`src/hdl/iacm_pkg.sv`:
```
// package for the i2c adc read / config master
// holds the sequencer step codes, command codes and the item and result structs
// no dependencies
package iacm_pkg;

  // number of bytes clocked in by a read transaction (1 to 8)
  localparam int unsigned READ_BYTES = 4;

  localparam logic [3:0] BYTE_BITS      = 4'd8;
  localparam logic [6:0] DEV_ADDR_RESET = 7'd36;

  // command codes carried in tuser, code three acts as an idle tick
  localparam logic [1:0] FUNC_IDLE  = 2'd0;
  localparam logic [1:0] FUNC_READ  = 2'd1;
  localparam logic [1:0] FUNC_WRITE = 2'd2;

  typedef enum logic [4:0] {
    ST_IDLE      = 5'd0,
    ST_START_A   = 5'd1,
    ST_START_B   = 5'd2,
    ST_START_C   = 5'd3,
    ST_W_LOW     = 5'd4,
    ST_W_DATA    = 5'd5,
    ST_W_HIGH    = 5'd6,
    ST_WA_LOW    = 5'd7,
    ST_WA_REL    = 5'd8,
    ST_WA_HIGH   = 5'd9,
    ST_WA_SAMPLE = 5'd10,
    ST_R_LOW0    = 5'd11,
    ST_R_REL     = 5'd12,
    ST_R_LOW     = 5'd13,
    ST_R_HIGH    = 5'd14,
    ST_RA_LOW    = 5'd15,
    ST_RA_DATA   = 5'd16,
    ST_RA_HIGH   = 5'd17,
    ST_RA_END    = 5'd18,
    ST_STOP_A    = 5'd19,
    ST_STOP_B    = 5'd20,
    ST_STOP_C    = 5'd21
  } step_e;

  typedef struct packed {
    logic [1:0] func;
    logic [7:0] config_byte;
    logic       sda_in;
  } item_t;

  typedef struct packed {
    logic        addr_nack;
    logic [31:0] read_word;
    logic        done_res;
    logic        busy_res;
    logic        sda_release;
    logic        scl_release;
  } result_t;

endpackage

```
`src/hdl/iacm_in_stage.sv`:
```
// input register of the i2c adc read / config master
// unpacks the slave stream transfer into an item and holds it until the sequencer takes it
// depends on iacm_pkg
module iacm_in_stage (
  input  logic           clk_i,
  input  logic           rst_ni,
  input  logic           s_axis_tvalid,
  output logic           s_axis_tready,
  input  logic [15:0]    s_axis_tdata,
  input  logic [1:0]     s_axis_tuser,
  input  logic           advance_i,
  output logic           item_valid_o,
  output iacm_pkg::item_t item_o
);
  import iacm_pkg::*;

  logic  valid_q;
  logic  valid_d;
  item_t item_q;
  logic  take;

  assign s_axis_tready = !valid_q || advance_i;
  assign take          = s_axis_tvalid && s_axis_tready;

  always_comb begin
    valid_d = valid_q;
    if (take) begin
      valid_d = 1'b1;
    end else if (advance_i) begin
      valid_d = 1'b0;
    end
  end

  always_ff @(posedge clk_i or negedge rst_ni) begin
    if (!rst_ni) begin
      valid_q <= 1'b0;
    end else begin
      valid_q <= valid_d;
    end
  end

  always_ff @(posedge clk_i) begin
    if (take) begin
      item_q.func        <= s_axis_tuser;
      item_q.config_byte <= s_axis_tdata[7:0];
      item_q.sda_in      <= s_axis_tdata[8];
    end
  end

  assign item_valid_o = valid_q;
  assign item_o       = item_q;

endmodule

```
`src/hdl/iacm_core.sv`:
```
// bus sequencer of the i2c adc read / config master
// one line-level step per item: step register, shifters, counters, line levels, result word
// depends on iacm_pkg
module iacm_core (
  input  logic              clk_i,
  input  logic              rst_ni,
  input  logic              cfg_we_i,
  input  logic [6:0]        cfg_wdata_i,
  input  logic              step_en_i,
  input  iacm_pkg::item_t   item_i,
  output iacm_pkg::result_t res_o
);
  import iacm_pkg::*;

  step_e       step_q, step_d, cur_step;
  logic [6:0]  dev_addr_q;
  logic [3:0]  bit_q, bit_d;
  logic [2:0]  byte_q, byte_d;
  logic [31:0] shift_q, shift_d;
  logic [7:0]  tx_q, tx_d;
  logic        wr_q, wr_d;
  logic        nack_q, nack_d;
  logic [31:0] word_q, word_d;
  logic        scl_q, scl_d;
  logic        sda_q, sda_d;
  logic        busy, done;
  logic        start_cmd;
  logic [3:0]  bit_inc;
  logic        last_byte;

  assign start_cmd = (step_q == ST_IDLE) &&
                     (item_i.func == FUNC_READ || item_i.func == FUNC_WRITE);
  assign cur_step  = start_cmd ? ST_START_A : step_q;
  assign bit_inc   = bit_q + 4'd1;
  assign last_byte = ({1'b0, byte_q} + 4'd1) >= 4'(READ_BYTES);

  // next step
  always_comb begin
    case (cur_step)
      ST_IDLE:      step_d = ST_IDLE;
      ST_START_A:   step_d = ST_START_B;
      ST_START_B:   step_d = ST_START_C;
      ST_START_C:   step_d = ST_W_LOW;
      ST_W_LOW:     step_d = ST_W_DATA;
      ST_W_DATA:    step_d = ST_W_HIGH;
      ST_W_HIGH:    step_d = (bit_inc >= BYTE_BITS) ? ST_WA_LOW : ST_W_LOW;
      ST_WA_LOW:    step_d = ST_WA_REL;
      ST_WA_REL:    step_d = ST_WA_HIGH;
      ST_WA_HIGH:   step_d = ST_WA_SAMPLE;
      ST_WA_SAMPLE: begin
        if (byte_q != 3'd0 || item_i.sda_in) begin
          step_d = ST_STOP_A;
        end else if (wr_q) begin
          step_d = ST_W_LOW;
        end else begin
          step_d = ST_R_LOW0;
        end
      end
      ST_R_LOW0:    step_d = ST_R_REL;
      ST_R_REL:     step_d = ST_R_LOW;
      ST_R_LOW:     step_d = ST_R_HIGH;
      ST_R_HIGH:    step_d = (bit_inc >= BYTE_BITS) ? ST_RA_LOW : ST_R_LOW;
      ST_RA_LOW:    step_d = ST_RA_DATA;
      ST_RA_DATA:   step_d = ST_RA_HIGH;
      ST_RA_HIGH:   step_d = ST_RA_END;
      ST_RA_END:    step_d = last_byte ? ST_STOP_A : ST_R_LOW0;
      ST_STOP_A:    step_d = ST_STOP_B;
      ST_STOP_B:    step_d = ST_STOP_C;
      ST_STOP_C:    step_d = ST_IDLE;
      default:      step_d = ST_IDLE;
    endcase
  end

  // line levels and datapath
  always_comb begin
    bit_d  = bit_q;
    byte_d = byte_q;
    shift_d = shift_q;
    tx_d   = tx_q;
    wr_d   = wr_q;
    nack_d = nack_q;
    word_d = word_q;
    scl_d  = scl_q;
    sda_d  = sda_q;
    busy   = 1'b1;
    done   = 1'b0;
    if (start_cmd) begin
      wr_d    = (item_i.func == FUNC_WRITE);
      tx_d    = {dev_addr_q, ~wr_d};
      shift_d = wr_d ? {24'd0, item_i.config_byte} : 32'd0;
      nack_d  = 1'b0;
      word_d  = 32'd0;
      bit_d   = 4'd0;
      byte_d  = 3'd0;
    end
    case (cur_step)
      ST_IDLE: begin
        scl_d = 1'b1;
        sda_d = 1'b1;
        busy  = 1'b0;
      end
      ST_START_A: sda_d = 1'b1;
      ST_START_B: scl_d = 1'b1;
      ST_START_C: sda_d = 1'b0;
      ST_W_LOW:   scl_d = 1'b0;
      ST_W_DATA:  sda_d = tx_q[7];
      ST_W_HIGH: begin
        scl_d = 1'b1;
        tx_d  = {tx_q[6:0], 1'b0};
        bit_d = bit_inc;
      end
      ST_WA_LOW:  scl_d = 1'b0;
      ST_WA_REL:  sda_d = 1'b1;
      ST_WA_HIGH: scl_d = 1'b1;
      ST_WA_SAMPLE: begin
        scl_d = 1'b0;
        bit_d = 4'd0;
        if (byte_q != 3'd0) begin
          // data byte ack of a write is ignored
        end else if (item_i.sda_in) begin
          nack_d = 1'b1;
        end else if (wr_q) begin
          tx_d   = shift_q[7:0];
          byte_d = 3'd1;
        end else begin
          shift_d = 32'd0;
        end
      end
      ST_R_LOW0: begin
        scl_d = 1'b0;
        bit_d = 4'd0;
      end
      ST_R_REL: sda_d = 1'b1;
      ST_R_LOW: begin
        scl_d = 1'b0;
        if (bit_q != 4'd0) begin
          shift_d = {shift_q[30:0], item_i.sda_in};
        end
      end
      ST_R_HIGH: begin
        scl_d = 1'b1;
        bit_d = bit_inc;
      end
      ST_RA_LOW: begin
        scl_d   = 1'b0;
        shift_d = {shift_q[30:0], item_i.sda_in};
      end
      ST_RA_DATA: sda_d = last_byte;
      ST_RA_HIGH: scl_d = 1'b1;
      ST_RA_END: begin
        scl_d = 1'b0;
        if (!last_byte) begin
          byte_d = byte_q + 3'd1;
        end
      end
      ST_STOP_A: sda_d = 1'b0;
      ST_STOP_B: scl_d = 1'b1;
      ST_STOP_C: begin
        sda_d  = 1'b1;
        done   = 1'b1;
        word_d = (wr_q || nack_q) ? 32'd0 : shift_q;
      end
      default: begin
        scl_d = 1'b1;
        sda_d = 1'b1;
        busy  = 1'b0;
      end
    endcase
  end

  always_ff @(posedge clk_i or negedge rst_ni) begin
    if (!rst_ni) begin
      step_q     <= ST_IDLE;
      dev_addr_q <= DEV_ADDR_RESET;
      bit_q      <= 4'd0;
      byte_q     <= 3'd0;
      shift_q    <= 32'd0;
      tx_q       <= 8'd0;
      wr_q       <= 1'b0;
      nack_q     <= 1'b0;
      word_q     <= 32'd0;
      scl_q      <= 1'b1;
      sda_q      <= 1'b1;
    end else begin
      if (cfg_we_i) begin
        dev_addr_q <= cfg_wdata_i;
      end
      if (step_en_i) begin
        step_q  <= step_d;
        bit_q   <= bit_d;
        byte_q  <= byte_d;
        shift_q <= shift_d;
        tx_q    <= tx_d;
        wr_q    <= wr_d;
        nack_q  <= nack_d;
        word_q  <= word_d;
        scl_q   <= scl_d;
        sda_q   <= sda_d;
      end
    end
  end

  assign res_o.scl_release = scl_d;
  assign res_o.sda_release = sda_d;
  assign res_o.busy_res    = busy;
  assign res_o.done_res    = done;
  assign res_o.read_word   = word_d;
  assign res_o.addr_nack   = nack_d;

`ifndef NO_ASSERTIONS
  a_done_to_idle: assert property (@(posedge clk_i) disable iff (!rst_ni)
    step_en_i && done |=> step_q == ST_IDLE)
    else $error("sequencer not idle after stop");
  a_nack_zero: assert property (@(posedge clk_i) disable iff (!rst_ni)
    nack_q |-> word_q == 32'd0)
    else $error("nonzero read word after address nack");
  a_idle_released: assert property (@(posedge clk_i) disable iff (!rst_ni)
    !busy |-> scl_d && sda_d)
    else $error("bus lines driven while idle");
  a_bit_range: assert property (@(posedge clk_i) disable iff (!rst_ni)
    bit_q <= BYTE_BITS)
    else $error("bit counter past one byte");
`endif

endmodule

```
`src/hdl/i2c_adc_read_config_master.sv`:
```
// top level of the i2c adc read / config master
// joins the input register, the bus sequencer and the result register
// depends on iacm_pkg, iacm_in_stage, iacm_core
//
// channel   direction  handshake                    payload
// s_axis    in         s_axis_tvalid/s_axis_tready  tdata: config_byte, sda_in; tuser: func
// m_axis    out        m_axis_tvalid/m_axis_tready  tdata: scl, sda, busy, done, word, nack
// cfg       in         cfg_we_i                     cfg_wdata_i: device_address
//
// one transfer in gives one transfer out, one bus tick per transfer, one per clock while m_axis is not stalled
// an item passes the input register, then the step logic into the result register
// the sequencer step register closes the only loop and advances once per item
// a stall on m_axis holds the result register and the input register, and after
// both are full s_axis_tready drops; no internal reset pass, ready right after reset
module i2c_adc_read_config_master (
  input  logic        clk_i,
  input  logic        rst_ni,
  // config_byte [7:0], sda_in [8], zero [15:9]
  input  logic [15:0] s_axis_tdata,
  // func [1:0]
  input  logic [1:0]  s_axis_tuser,
  input  logic        s_axis_tvalid,
  output logic        s_axis_tready,
  // scl_release [0], sda_release [1], busy_res [2], done_res [3],
  // read_word [35:4], addr_nack [36], zero [39:37]
  output logic [39:0] m_axis_tdata,
  output logic        m_axis_tvalid,
  input  logic        m_axis_tready,
  input  logic        cfg_we_i,
  input  logic [6:0]  cfg_wdata_i
);
  import iacm_pkg::*;

  logic    item_valid;
  item_t   item;
  result_t res;
  result_t res_q;
  logic    out_valid_q;
  logic    out_valid_d;
  logic    advance;
  logic    step_en;

  // result register free or being emptied this cycle
  assign advance = !out_valid_q || m_axis_tready;
  assign step_en = item_valid && advance;

  iacm_in_stage u_in_stage (
    .clk_i         (clk_i),
    .rst_ni        (rst_ni),
    .s_axis_tvalid (s_axis_tvalid),
    .s_axis_tready (s_axis_tready),
    .s_axis_tdata  (s_axis_tdata),
    .s_axis_tuser  (s_axis_tuser),
    .advance_i     (advance),
    .item_valid_o  (item_valid),
    .item_o        (item)
  );

  iacm_core u_core (
    .clk_i       (clk_i),
    .rst_ni      (rst_ni),
    .cfg_we_i    (cfg_we_i),
    .cfg_wdata_i (cfg_wdata_i),
    .step_en_i   (step_en),
    .item_i      (item),
    .res_o       (res)
  );

  always_comb begin
    out_valid_d = out_valid_q;
    if (step_en) begin
      out_valid_d = 1'b1;
    end else if (m_axis_tready) begin
      out_valid_d = 1'b0;
    end
  end

  always_ff @(posedge clk_i or negedge rst_ni) begin
    if (!rst_ni) begin
      out_valid_q <= 1'b0;
    end else begin
      out_valid_q <= out_valid_d;
    end
  end

  // result payload, no reset needed
  always_ff @(posedge clk_i) begin
    if (step_en) begin
      res_q <= res;
    end
  end

  assign m_axis_tvalid = out_valid_q;
  assign m_axis_tdata  = {3'b000, res_q.addr_nack, res_q.read_word, res_q.done_res,
                          res_q.busy_res, res_q.sda_release, res_q.scl_release};

`ifndef NO_ASSERTIONS
  a_backpressure: assert property (@(posedge clk_i) disable iff (!rst_ni)
    !s_axis_tready |-> out_valid_q && !m_axis_tready && item_valid)
    else $error("input stalled without a full pipeline");
`endif

endmodule
```
`config.mk`:
```
export PLATFORM = sky130hd
export DESIGN_NAME = i2c_adc_read_config_master
export DESIGN_NICKNAME = d
export VERILOG_FILES = /design/src/hdl/iacm_pkg.sv /design/src/hdl/iacm_in_stage.sv /design/src/hdl/iacm_core.sv /design/src/hdl/i2c_adc_read_config_master.sv
export SDC_FILE = /design/constraint.sdc
export NUM_CORES = 1
export LEC_CHECK = 0
export BUFFER_PORTS_ARGS = -buffer_cell sky130_fd_sc_hd__buf_2
export CORE_MARGIN = 2
export CORE_UTILIZATION = 57
export CTS_BUF_LIST = sky130_fd_sc_hd__clkbuf_4 sky130_fd_sc_hd__clkbuf_8
export DETAILED_ROUTE_END_ITERATION = 6
export GPL_ROUTABILITY_DRIVEN = 0
export PLACE_DENSITY_LB_ADDON = 0.2
export SLEW_MARGIN = 20
export SYNTH_ARGS = -nofsm -noshare
export SYNTH_HDL_FRONTEND = slang
export SYNTH_SLANG_ARGS = --single-unit
```
`constraint.sdc`:
```
create_clock -name clk_i -period 3.4 [get_ports clk_i]
set_clock_uncertainty 0.2 [all_clocks]
set_input_delay 0.17 -clock clk_i [delete_from_list [all_inputs] [get_ports clk_i]]
set_output_delay 0.17 -clock clk_i [all_outputs]
set_load 0.05 [all_outputs]
```
* Yosys cells after proc, flatten, opt, wreduce, memory -nomap -nowiden
Cells that the tools add are included.
Operators by class: $add $sub $neg 3, multiply operators 0, div/mod/pow operators 0, magnitude comparators 2, eq/ne operators 23, shift operators 0, muxes and demuxes 42, bitwise logic cells 1, reduce and logical (&&, ||, !) cells 25
Operators by type and width (number):
- $mux W32 | 8
- $pmux W5 S20 | 1
- $pmux W32 S3 | 1
- $eq A5 B4 Y1 const B | 8
- $mux W8 | 5
- $eq A5 B5 Y1 const B | 6
- $reduce_or A21 Y1 | 1
- $eq A5 B3 Y1 const B | 4
- $pmux W8 S2 | 1
- $mux W3 | 5
- $mux W5 | 3
- $reduce_or A13 Y1 | 1
- $eq A5 B2 Y1 const B | 2
- $mux W1 | 10
- $mux W4 | 2
- $pmux W4 S2 | 1
- $reduce_or A8 Y1 | 1
- $reduce_or A7 Y1 | 1
- $pmux W3 S2 | 1
- $reduce_bool A3 Y1 | 2
- $reduce_or A2 Y1 | 3
- $eq A5 B1 Y1 const B | 1
- $logic_not A5 Y1 | 1
- $logic_or A1 B1 Y1 | 5
- 16 further kinds | 22
Storage, ports and cells: register bits after elaboration 145, bits in latches 0, bits in writable memories 0, ROM bits 0, input port bits 30, output and inout port bits 42, word-level logic and storage cells 118, memories kept 0

* Longest topological paths before layout
Gate-level depths: netlist (run 1).
word-level depth 8, mapped depth 8, mapped depth without buffers 7

* By module
A second synthesis (run 1) with hierarchy kept.
Second synthesis, totals: cells, all modules 502, area total of the unflattened synthesis 6399.9 um2
By module, submodules not included:
- iacm_core | times used 1, cells each 442, area each 4824.6 um2, sequential area each 2382.3 um2
- i2c_adc_read_config_master | times used 1, cells each 45, area each 1191.1 um2, sequential area each 1136.1 um2
- iacm_in_stage | times used 1, cells each 15, area each 384.1 um2, sequential area each 355.3 um2

* Least setup slack after synthesis (run 1)
OpenSTA, ideal clock, no wires.
path type register -> register, from reg out_valid_q, in the netlist m_axis_tvalid, to reg u_core.tx_q[0], setup time 0.119 ns, data arrival time 2.647 ns, data required time 3.081 ns, setup slack 0.435 ns, cell stages (with the launch flop) 7, buffers on the path 1, period minus slack after synthesis 2.965 ns, cells stage by stage dfrtp_1 > nand2b_1 > nand2_2 > clkinv_1 > buf_1 > o311ai_1 > o21a_1
Between the ends: longest elaborated chain between the ends 3
RTL lines:
- start, declared | line i2c_adc_read_config_master.sv:38 | logic out_valid_q;
- start signal, assigned | line i2c_adc_read_config_master.sv:82 | out_valid_q <= out_valid_d;
- $logic_not A1 Y1 | line i2c_adc_read_config_master.sv:44 | assign advance = !out_valid_q || m_axis_tready;
- $logic_or A1 B1 Y1 | line i2c_adc_read_config_master.sv:44
- $logic_and A1 B1 Y1 | line i2c_adc_read_config_master.sv:45 | assign step_en = item_valid && advance;
- end signal, assigned | line iacm_core.sv:193 | tx_q <= tx_d;
- end, declared | line iacm_core.sv:20 | logic [7:0] tx_q, tx_d;
No other way between the ends. A chain may end at the register's enable or synchronous reset.

* Worst setup path after layout (run 1)
from reg u_core.step_q[2], to reg u_core.shift_q[17]
Between the ends: longest elaborated chain between the ends 7, elaborated cells on any way between the ends 12, classes of those cells eq/ne: 3; mux: 7; reduce/logical: 2
RTL lines:
- start, declared | line iacm_core.sv:15 | step_e step_q, step_d, cur_step;
- start signal, assigned | line iacm_core.sv:189 | step_q <= step_d;
- $logic_not A5 Y1 | line iacm_core.sv:31 | assign start_cmd = (step_q == ST_IDLE) &&
- $logic_and A1 B1 Y1 | line iacm_core.sv:31
- $mux W32 | line iacm_core.sv:87 | if (start_cmd) begin
- $mux W32 | line iacm_core.sv:122 | end else if (wr_q) begin
- $mux W32 | line iacm_core.sv:120 | end else if (item_i.sda_in) begin
- $mux W32 | line iacm_core.sv:118 | if (byte_q != 3'd0) begin
- $pmux W32 S3 (*) | line iacm_core.sv:96 | case (cur_step)
- end signal, assigned | line iacm_core.sv:192 | shift_q <= shift_d;
- end, declared | line iacm_core.sv:19 | logic [31:0] shift_q, shift_d;
Every way passes the cells marked *; elsewhere a longest branch is shown, timed or not.

==> impl_metrics.py, run 1 <==
metrics = {
    "logic_synthesis": {
        "synth-seq-area-share": 0.621,
        "yosys.area_share.simple": 0.0828,
        "syn_area_per_cell_um2": 12.8,
        "netlist_top_cells_area": "dfrtp_1 37%, edfxtp_1 23%, a22o_1 14%",
        "yosysWarnings": 0,
        "synth_compound_gate_area_share": 0.228,
        "synth_top_family_by_area": "compound AO/OA/AOI/OAI gates",
        "synth-main-ff-cell": "dfrtp_1",
        "async_flop_share": 0.669,
        "synth_fa_ha_area_frac": 0.0100,
        "synth_mux_area_frac": 0.0142,
        "synth-xor-area-share": 0.00421,
        "netlist.area_leader.share": 0.373,
        "synth_area_um2": 6240,
        "yosys.area.top_type": "dfrtp_1",
        "syn_inst": 487,
        "synth_cell_type_count": 65,
        "synth_edf_count": 48,
        "synth-seq-cells": 145,
    },
    "global_route": {
        "antenna_found_initial": 0,
        "grt.total_usage": 0.233,
        "grt_pass1_wl_um": 21100,
        "grt_max_degree": 46,
        "grt_pass1_vias": 4175,
        "overflow": 0,
    },
    "sta": {
        "hold_slack_ps": 77.2,
        "post-route-min-period_ps": 2620,
        "fmax_mhz": 381,
        "relSlewSlack": 0.430,
        "tightest_slew_ps": 848,
        "finalSetupViolations": 0,
        "hold_violations": 0,
        "maxSlewViolCount": 0,
        "rsz0062_at_grt": "false",
        "fin_crit_sh": 0.772,
        "timing.setup.tns_ps": 0,
    },
    "cells_and_area": {
        "final_common_cell": "a22o_1",
        "drive_gt1_frac": 0.231,
        "final_cell_mix": "97 x a22o_1, 93 x dfrtp_1, 60 x buf_2",
        "diodes": 0,
        "nets": 614,
        "fillCellCount": 792,
        "area.growth.synth_to_final_pct": 18.2,
    },
    "routing": {
        "num_vias": 4485,
        "viasPerCell": 6.13,
        "drt_wl_total_um": 12900,
        "first_pass_iters": 4,
        "wl_per_cell_um": 17.6,
        "drc": 0,
        "m1WireLength_um": 5860,
        "ant_nets": 0,
        "wl_met2_um": 6220,
        "met3_length_um": 620,
        "highest_layer": "met4",
        "initialDrtViolationCount": 390,
    },
    "pwr": {
        "power_frac_seq": 0.456,
        "leakagePower_nw": 3.28,
        "peakVddDrop_mv": 0.361,
        "p_comb_frac": 0.269,
        "p_sw_frac": 0.343,
        "pwr-share-clk": 0.275,
        "p_total_mw": 4.88,
        "p_switching_mw": 1.67,
        "powerDensity_nw_per_um2": 662,
        "p_int_mw": 3.21,
    },
    "worst_setup_path": {
        "rrSetupSlack_ps": 780,
        "required_ps": 3530,
        "cp-start-kind": "register",
        "r2r-end": "u_core.shift_q[17]",
        "reg2reg_depth": 6,
        "critPathMaxFanout": 32,
        "critPathKind": "reg -> reg",
        "arrival_ps": 2760,
        "r2r-start": "u_core.step_q[2]",
        "crit_path_end_kind": "register",
    },
    "clocking": {
        "root_buffer": "clkbuf_8",
        "clk_pin_slew_ps": 80,
        "cts.sinks": 145,
        "cts_buffer_depth": 2,
        "cts_tree": "yes",
        "htreeDepth": 4,
        "clock_latency_ps": 440,
        "hold_buffers": 29,
        "post-cts-setup-buffers": 0,
        "cts_resized": 0,
        "numCtsBuffers": 17,
    },
    "hold_path": {
        "hold_class": "in -> async",
    },
    "run": {
        "cap_violations": 0,
    },
    "place": {
        "placement.io_buffers": 61,
        "hpwl_um": 8060,
    },
    "floorplanning": {
        "num_rows": 38,
        "die-width_um": 109,
        "initial_core_util": 0.581,
        "fp.dieArea_um2": 11800,
        "ioPinCount": 72,
        "die_h_um": 109,
        "coreArea_um2": 10700,
    },
    "run_status": {
        "status": "finished clean",
    },
}
-- through the flow --
step | area [µm²] | setup slack, ps | cells | util
3_3_place_gp | 6690 | 886 | 671 | 0.623
6_report | 7380 | 776 | 732 | 0.687
4_1_cts | 7380 | 805 | 732 | 0.687
5_1_grt | 7380 | 630 | 732 | 0.687
3_5_place_dp | 6690 | 845 | 671 | 0.623
2_1_floorplan | 6250 | 435 | 489 | -
-- how the worst max path moves through the flow --
stage / startpoint / endpoint / slack, ps / cells past startpoint
after floorplan: m_axis_tvalid / u_core.tx_q[0] / 430 / 6
after global placement: u_core.step_q[2] / u_core.shift_q[29] / 890 / 5
after detailed placement: m_axis_tvalid / u_core.word_q[14] / 840 / 7
after CTS: m_axis_tvalid / u_core.word_q[11] / 810 / 7
after global routing: m_axis_tvalid / u_core.word_q[20] / 630 / 7
final: u_core.step_q[2] / u_core.shift_q[17] / 780 / 6
-- synthesized netlist by cell type, drive strengths merged (4+ instances only) --
library cell,instances
dfrtp,93
a21oi,11
ha,5
edfxtp,48
nand2,26
inv,11
dfstp,4
o21a,4
mux2,7
nand2b,8
a22o,97
a222oi,7
clkbuf,18
and2,4
nor2,15
a21o,9
nor3,6
nand3,5
o21ai,25
nor2b,9
buf,21
or3,4
-- power groups by stage --
stage | Clock, mW | Combinational, mW | Sequential [mW]
6_report | 1.34 | 1.31 | 2.23
5_1_grt | 1.44 | 1.43 | 2.26
4_1_cts | 1.36 | 1.30 | 2.22
3_5_place_dp | 0 | 1.26 | 2.26
3_3_place_gp | 0 | 1.24 | 2.25
2_1_floorplan | 0 | 0.817 | 2.36
-- registers in the layout (all words and copies together), names as in the netlist, 3 cells and up --
register,cells
u_core.shift_q,32
u_in_stage.item_o,11
u_core.bit_q,4
u_core.tx_q,8
u_core.dev_addr_q,7
u_core.step_q,5
u_core.word_q,32
u_core.byte_q,3
m_axis_tdata,37
-- cell families after synthesis --
kind of cell               after synthesis
other                                    1
DFF                                    145
AOI/OAI and AO/OA                      181
and+or+nand+nor                         93
xor gates and xnor gates                 3
adders and majority gates                5
buffers and inverters                   51
muxes                                    8
-- area by class of cell --
class / count / area [µm²] / area share
clock inverter: 12 / 131 / 0.0178
multi-input combinational: 293 / 2140 / 0.290
clock buffer: 20 / 263 / 0.0356
sequential: 145 / 3870 / 0.525
timing repair buffer: 110 / 748 / 0.101
inverter: 12 / 45.0 / 0.00610
tap: 140 / 175 / 0.0237
-- critical path, cell delays in order, from the launching register on --
cell,delay (ps)
dfrtp_1,500
buf_4,250
nand3b_1,280
nor2_1,360
nand2_1,100
a31o_2,490
a22o_1,320
-- layer usage --
metal | vias up | track usage
li1 | 2048 | -
met1 | 2271 | 0.330
met2 | 150 | 0.358
met3 | 16 | 0.0514
met4 | 0 | 0.0815
met5 | - | 0
Power figures use the tool's default switching activity.
==> inputs of run 2 (changes only) <==
--- a/config.mk
+++ b/config.mk
@@ -7,7 +7,7 @@
 export LEC_CHECK = 0
 export BUFFER_PORTS_ARGS = -buffer_cell sky130_fd_sc_hd__buf_2
 export CORE_MARGIN = 2
-export CORE_UTILIZATION = 57
+export CORE_UTILIZATION = 54
 export CTS_BUF_LIST = sky130_fd_sc_hd__clkbuf_4 sky130_fd_sc_hd__clkbuf_8
 export DETAILED_ROUTE_END_ITERATION = 6
 export GPL_ROUTABILITY_DRIVEN = 0
==> constraint.sdc (replaced) <==
create_clock -name clk_i -period 2.3 [get_ports clk_i]
set_clock_uncertainty 0.2 [all_clocks]
set_input_delay 0.115 -clock clk_i [delete_from_list [all_inputs] [get_ports clk_i]]
set_output_delay 0.115 -clock clk_i [all_outputs]
set_load 0.05 [all_outputs]
==> impl_metrics.py, run 2 (synthesized netlist as in run 1, its figures left out) <==
metrics = {
    "floorplanning": {
        "die-width_um": 112,
        "coreArea_um2": 11400,
        "fp.dieArea_um2": 12400,
        "initial_core_util": 0.549,
        "ioPinCount": 72,
        "num_rows": 39,
        "die_h_um": 112,
    },
    "cells_and_area": {
        "largest_reg_flops": 37,
        "final_common_cell": "a22o_1",
        "nets": 634,
        "design_area_um2": 7620,
        "fillCellCount": 842,
        "area.growth.synth_to_final_pct": 22.1,
        "drive_gt1_frac": 0.260,
        "final_cell_mix": "97 x a22o_1, 93 x dfrtp_1, 61 x buf_2",
        "finalNonFillerCells": 755,
        "diodes": 0,
    },
    "sta": {
        "maxSlewViolCount": 0,
        "post-route-min-period_ps": 2200,
        "finalSetupViolations": 0,
        "hold_violations": 0,
        "hold_slack_ps": 43.2,
        "timing.setup.tns_ps": 0,
        "fin_ws_ps": 97.8,
        "tightest_slew_ps": 523,
        "relSlewSlack": 0.651,
        "fmax_mhz": 454,
        "rsz0062_at_grt": "false",
        "fin_crit_sh": 0.957,
    },
    "clocking": {
        "clk_pin_slew_ps": 70,
        "cts.sinks": 145,
        "cts_tree": "yes",
        "numCtsBuffers": 17,
        "cts_buffer_depth": 2,
        "clock_latency_ps": 440,
        "htreeDepth": 4,
        "root_buffer": "clkbuf_8",
    },
    "run": {
        "cap_violations": 0,
    },
    "worst_setup_path": {
        "cp-start-kind": "register",
        "required_ps": 2470,
        "crit_path_end_kind": "register",
        "critPathKind": "reg -> reg",
        "slowest_stage": "dfrtp_1",
        "worst_path_dominant_cell_family": "simple AND/OR/NAND/NOR gates",
        "arrival_ps": 2380,
        "critPathMaxFanout": 32,
        "max_stage_delay_ps": 470,
        "crit_buf_inv": 2,
        "crit_chain": "buf_4 > nand2b_1 > nor4_4 > nor3b_4 > and2_1 > buf_12 > a22o_1",
    },
    "routing": {
        "num_vias": 4591,
        "wl_per_cell_um": 17.9,
        "initialDrtViolationCount": 458,
        "ant_nets": 0,
        "drc": 0,
        "first_pass_iters": 5,
        "viasPerCell": 6.08,
        "drt_wl_total_um": 13500,
    },
    "pwr": {
        "p_switching_mw": 2.52,
        "p_sw_frac": 0.336,
        "pwr-share-clk": 0.277,
        "peakVddDrop_mv": 0.747,
        "p_comb_frac": 0.287,
        "leakagePower_nw": 3.41,
        "powerDensity_nw_per_um2": 984,
        "power_frac_seq": 0.437,
        "p_int_mw": 4.97,
    },
    "global_route": {
        "grt_pass1_wl_um": 22500,
        "grt.total_usage": 0.228,
        "grt_max_degree": 76,
        "overflow": 0,
        "grt_pass1_vias": 4453,
        "antenna_found_initial": 0,
    },
    "place": {
        "post_dp_cell_area_um2": 6870,
        "post-place-ws_ps": 84.5,
        "hpwl_um": 8570,
        "placement.io_buffers": 61,
        "place_inst": 690,
    },
    "hold_path": {
        "hold_class": "in -> async",
    },
    "run_status": {
        "status": "finished clean",
    },
}
run 2: final cells by class:
cell class / count / area, µm² / area share
inverters: 12 / 45.0 / 0.00591
clock buffers: 19 / 262 / 0.0343
repair buffers: 130 / 946 / 0.124
well taps: 143 / 179 / 0.0235
flip-flops and latches: 145 / 3870 / 0.508
multi-input cells: 293 / 2160 / 0.283
clock inverters: 13 / 158 / 0.0207
run 2: power by group through the flow:
stage | Sequential, mW | Combinational, mW | Clock (mW)
finish | 3.27 | 2.15 | 2.07
detailed placement | 3.32 | 2.05 | 0
global placement | 3.30 | 2.00 | 0
floorplan | 3.49 | 1.21 | 0
CTS | 3.27 | 2.10 | 2.12
global route | 3.31 | 2.34 | 2.23
run 2: per-layer routing:
layer	share of wire	track usage	up-vias
li1	-	-	2096
met1	0.43	0.305	2304
met2	0.49	0.372	164
met3	0.057	0.0599	27
met4	0.019	0.0675	0
met5	0	0	-
run 2: final timing paths:
| check | endpoint | slack (ps) | cells past startpoint | from |
|---|---|---|---|---|
| min in group clk_i | u_in_stage.item_o[2] | 180 | 2 | s_axis_tdata[1] |
| max in group asynchronous | u_core.shift_q[11] | 1440 | 3 | rst_ni |
| worst min register to register | u_core.tx_q[6] | 300 | 2 | u_core.tx_q[6] |
| worst min-delay path | u_core.word_q[26] | 40 | 3 | rst_ni |
| worst max-delay path | u_core.word_q[17] | 100 | 7 | u_core.step_q[3] |
| worst max register to register | u_core.word_q[17] | 100 | 7 | u_core.step_q[3] |
run 2: timing repair:
action	CTS	global route
hold endpoints to repair	113	0
hold buffers	30	0
endpoints found under the setup margin	0	31
gates resized for setup	0	3
setup buffers	0	3
run 2: worst min-delay path, stage by stage:
cell and delay (ps):
dlygate4sd3_1 530, buf_4 130, buf_12 320
run 2: per-stage QoR:
stage,power [mW],utilization
6_report,7.50,0.670
5_1_grt,7.88,0.670
4_1_cts,7.50,0.667
3_5_place_dp,5.36,0.604
3_3_place_gp,5.30,0.604
2_1_floorplan,4.70,-
==> inputs of run 3 (changes only) <==
--- a/config.mk
+++ b/config.mk
@@ -8,7 +8,7 @@
 export BUFFER_PORTS_ARGS = -buffer_cell sky130_fd_sc_hd__buf_2
 export CORE_MARGIN = 2
 export CORE_UTILIZATION = 54
-export CTS_BUF_LIST = sky130_fd_sc_hd__clkbuf_4 sky130_fd_sc_hd__clkbuf_8
+export CTS_BUF_LIST = sky130_fd_sc_hd__clkbuf_2
 export DETAILED_ROUTE_END_ITERATION = 6
 export GPL_ROUTABILITY_DRIVEN = 0
 export PLACE_DENSITY_LB_ADDON = 0.2
==> impl_metrics.py, run 3 (synthesized netlist as in run 1, its figures left out) <==
metrics = {
    "run_status": {
        "status": "finished clean",
    },
    "routing": {
        "first_pass_iters": 5,
        "wl_per_cell_um": 17.9,
        "viasPerCell": 6.04,
        "initialDrtViolationCount": 406,
        "drc": 0,
        "ant_nets": 0,
        "drt_wl_total_um": 13800,
        "num_vias": 4665,
    },
    "clocking": {
        "clk_pin_slew_ps": 200,
        "cts.sinks": 145,
        "cts_tree": "yes",
        "numCtsBuffers": 17,
        "cts_buffer_depth": 2,
        "root_buffer": "clkbuf_2",
        "htreeDepth": 4,
        "clock_latency_ps": 690,
    },
    "sta": {
        "maxSlewViolCount": 0,
        "fmax_mhz": 447,
        "tightest_slew_ps": 520,
        "post-route-min-period_ps": 2240,
        "finalSetupViolations": 0,
        "hold_violations": 0,
        "hold_slack_ps": 129,
        "fin_crit_sh": 0.973,
        "relSlewSlack": 0.653,
    },
    "pwr": {
        "powerDensity_nw_per_um2": 909,
        "pwr-share-clk": 0.216,
        "peakVddDrop_mv": 0.643,
        "p_total_mw": 6.95,
        "p_switching_mw": 2.49,
        "p_comb_frac": 0.314,
        "p_sw_frac": 0.359,
        "leakagePower_nw": 3.42,
        "p_int_mw": 4.46,
        "power_frac_seq": 0.471,
    },
    "floorplanning": {
        "ioPinCount": 72,
        "num_rows": 39,
        "die-width_um": 112,
        "coreArea_um2": 11400,
        "initial_core_util": 0.549,
        "fp.dieArea_um2": 12400,
        "die_h_um": 112,
    },
    "worst_setup_path": {
        "cp-start-kind": "register",
        "crit_path_end_kind": "register",
        "required_ps": 2730,
        "critPathKind": "reg -> reg",
        "rrSetupSlack_ps": 60,
        "critPathMaxFanout": 32,
        "arrival_ps": 2670,
        "startpoint": "u_core.step_q[3]",
        "r2r-start": "u_core.step_q[3]",
    },
    "run": {
        "cap_violations": 0,
    },
    "cells_and_area": {
        "largest_reg_flops": 37,
        "fillCellCount": 841,
        "diodes": 0,
        "drive_gt1_frac": 0.246,
        "finalNonFillerCells": 772,
        "area.growth.synth_to_final_pct": 22.5,
        "nets": 651,
        "final_cell_mix": "97 x a22o_1, 93 x dfrtp_1, 60 x buf_2",
        "post-route-util": 0.672,
        "final_common_cell": "a22o_1",
    },
    "place": {
        "place_inst": 690,
        "placement.io_buffers": 61,
        "hpwl_um": 8570,
    },
    "global_route": {
        "grt_max_degree": 76,
        "antenna_found_initial": 0,
        "grt_pass1_vias": 4516,
        "grt_pass1_wl_um": 22800,
        "overflow": 0,
        "grt.total_usage": 0.232,
    },
    "hold_path": {
        "hold_class": "in -> reg",
        "hold_start": "cfg_we_i",
    },
}
run 3: cell types whose count changed in the layout (fill, tap and decap cells not counted):
cell and change:
buf_12 +1, buf_2 -1, buf_4 -3, clkbuf_2 +17
clkbuf_8 -19, clkinv_1 +2, dlygate4sd3_1 +20, nor2b_1 -1
nor2b_2 +1
run 3: layout make-up:
class / count / area (µm²) / share of cell area
Multi-Input combinational cell: 293 / 2160 / 0.282
Timing Repair Buffer: 147 / 1140 / 0.149
Clock buffer: 17 / 85.1 / 0.0111
Sequential cell: 145 / 3870 / 0.507
Inverter: 12 / 45.0 / 0.00589
Tap cell: 143 / 179 / 0.0234
Clock inverter: 15 / 165 / 0.0216
run 3: worst paths after layout:
| kind | end | cells past startpoint |
|---|---|---|
| setup / recovery | u_core.word_q[17] | 7 |
| max in group asynchronous | u_core.sda_q | 5 |
| hold / removal | u_core.dev_addr_q[5] | 3 |
| setup reg to reg | u_core.word_q[17] | 7 |
| min in group asynchronous | u_core.shift_q[18] | 4 |
| hold reg to reg | u_core.sda_q | 2 |
run 3: layer usage:
layer	wire, µm	GRT usage	vias up
li1	-	-	2133
met1	5970	0.310	2339
met2	6920	0.383	175
met3	716	0.0642	18
met4	199	0.0601	0
met5	0	0	-
run 3: power by group through the flow:
stage	clock [mW]	sequential (mW)	combinational (mW)
final	1.50	3.27	2.18
after global routing	1.65	3.32	2.38
after CTS	1.54	3.27	2.13
after detailed placement	0	3.32	2.05
after global placement	0	3.30	2.00
after floorplan	0	3.49	1.21
run 3: stage by stage:
step	TNS, ps	setup slack, ps	area (µm²)
after global placement	0	137	6870
after detailed placement	0	84.5	6870
final	0	61.4	7650
after global routing	-15.6	-7.54	7650
after floorplan	0	69.8	6250
after CTS	0	33.8	7630
run 3: what timing repair did:
| action | in CTS | in global routing |
|---|---|---|
| hold buffers | 50 | 0 |
| setup endpoints to repair | 0 | 33 |
| buffers inserted | 0 | 0 |
| hold endpoints to repair | 139 | 0 |
| gates resized for setup | 0 | 4 |
run 3: worst max-delay path, stage by stage, from the launching register on:
cell	delay, ps
dfrtp_1	510
buf_4	190
nand2b_1	240
nor4_4	230
nor3b_4	250
and2_1	200
buf_12	200
a22o_1	170
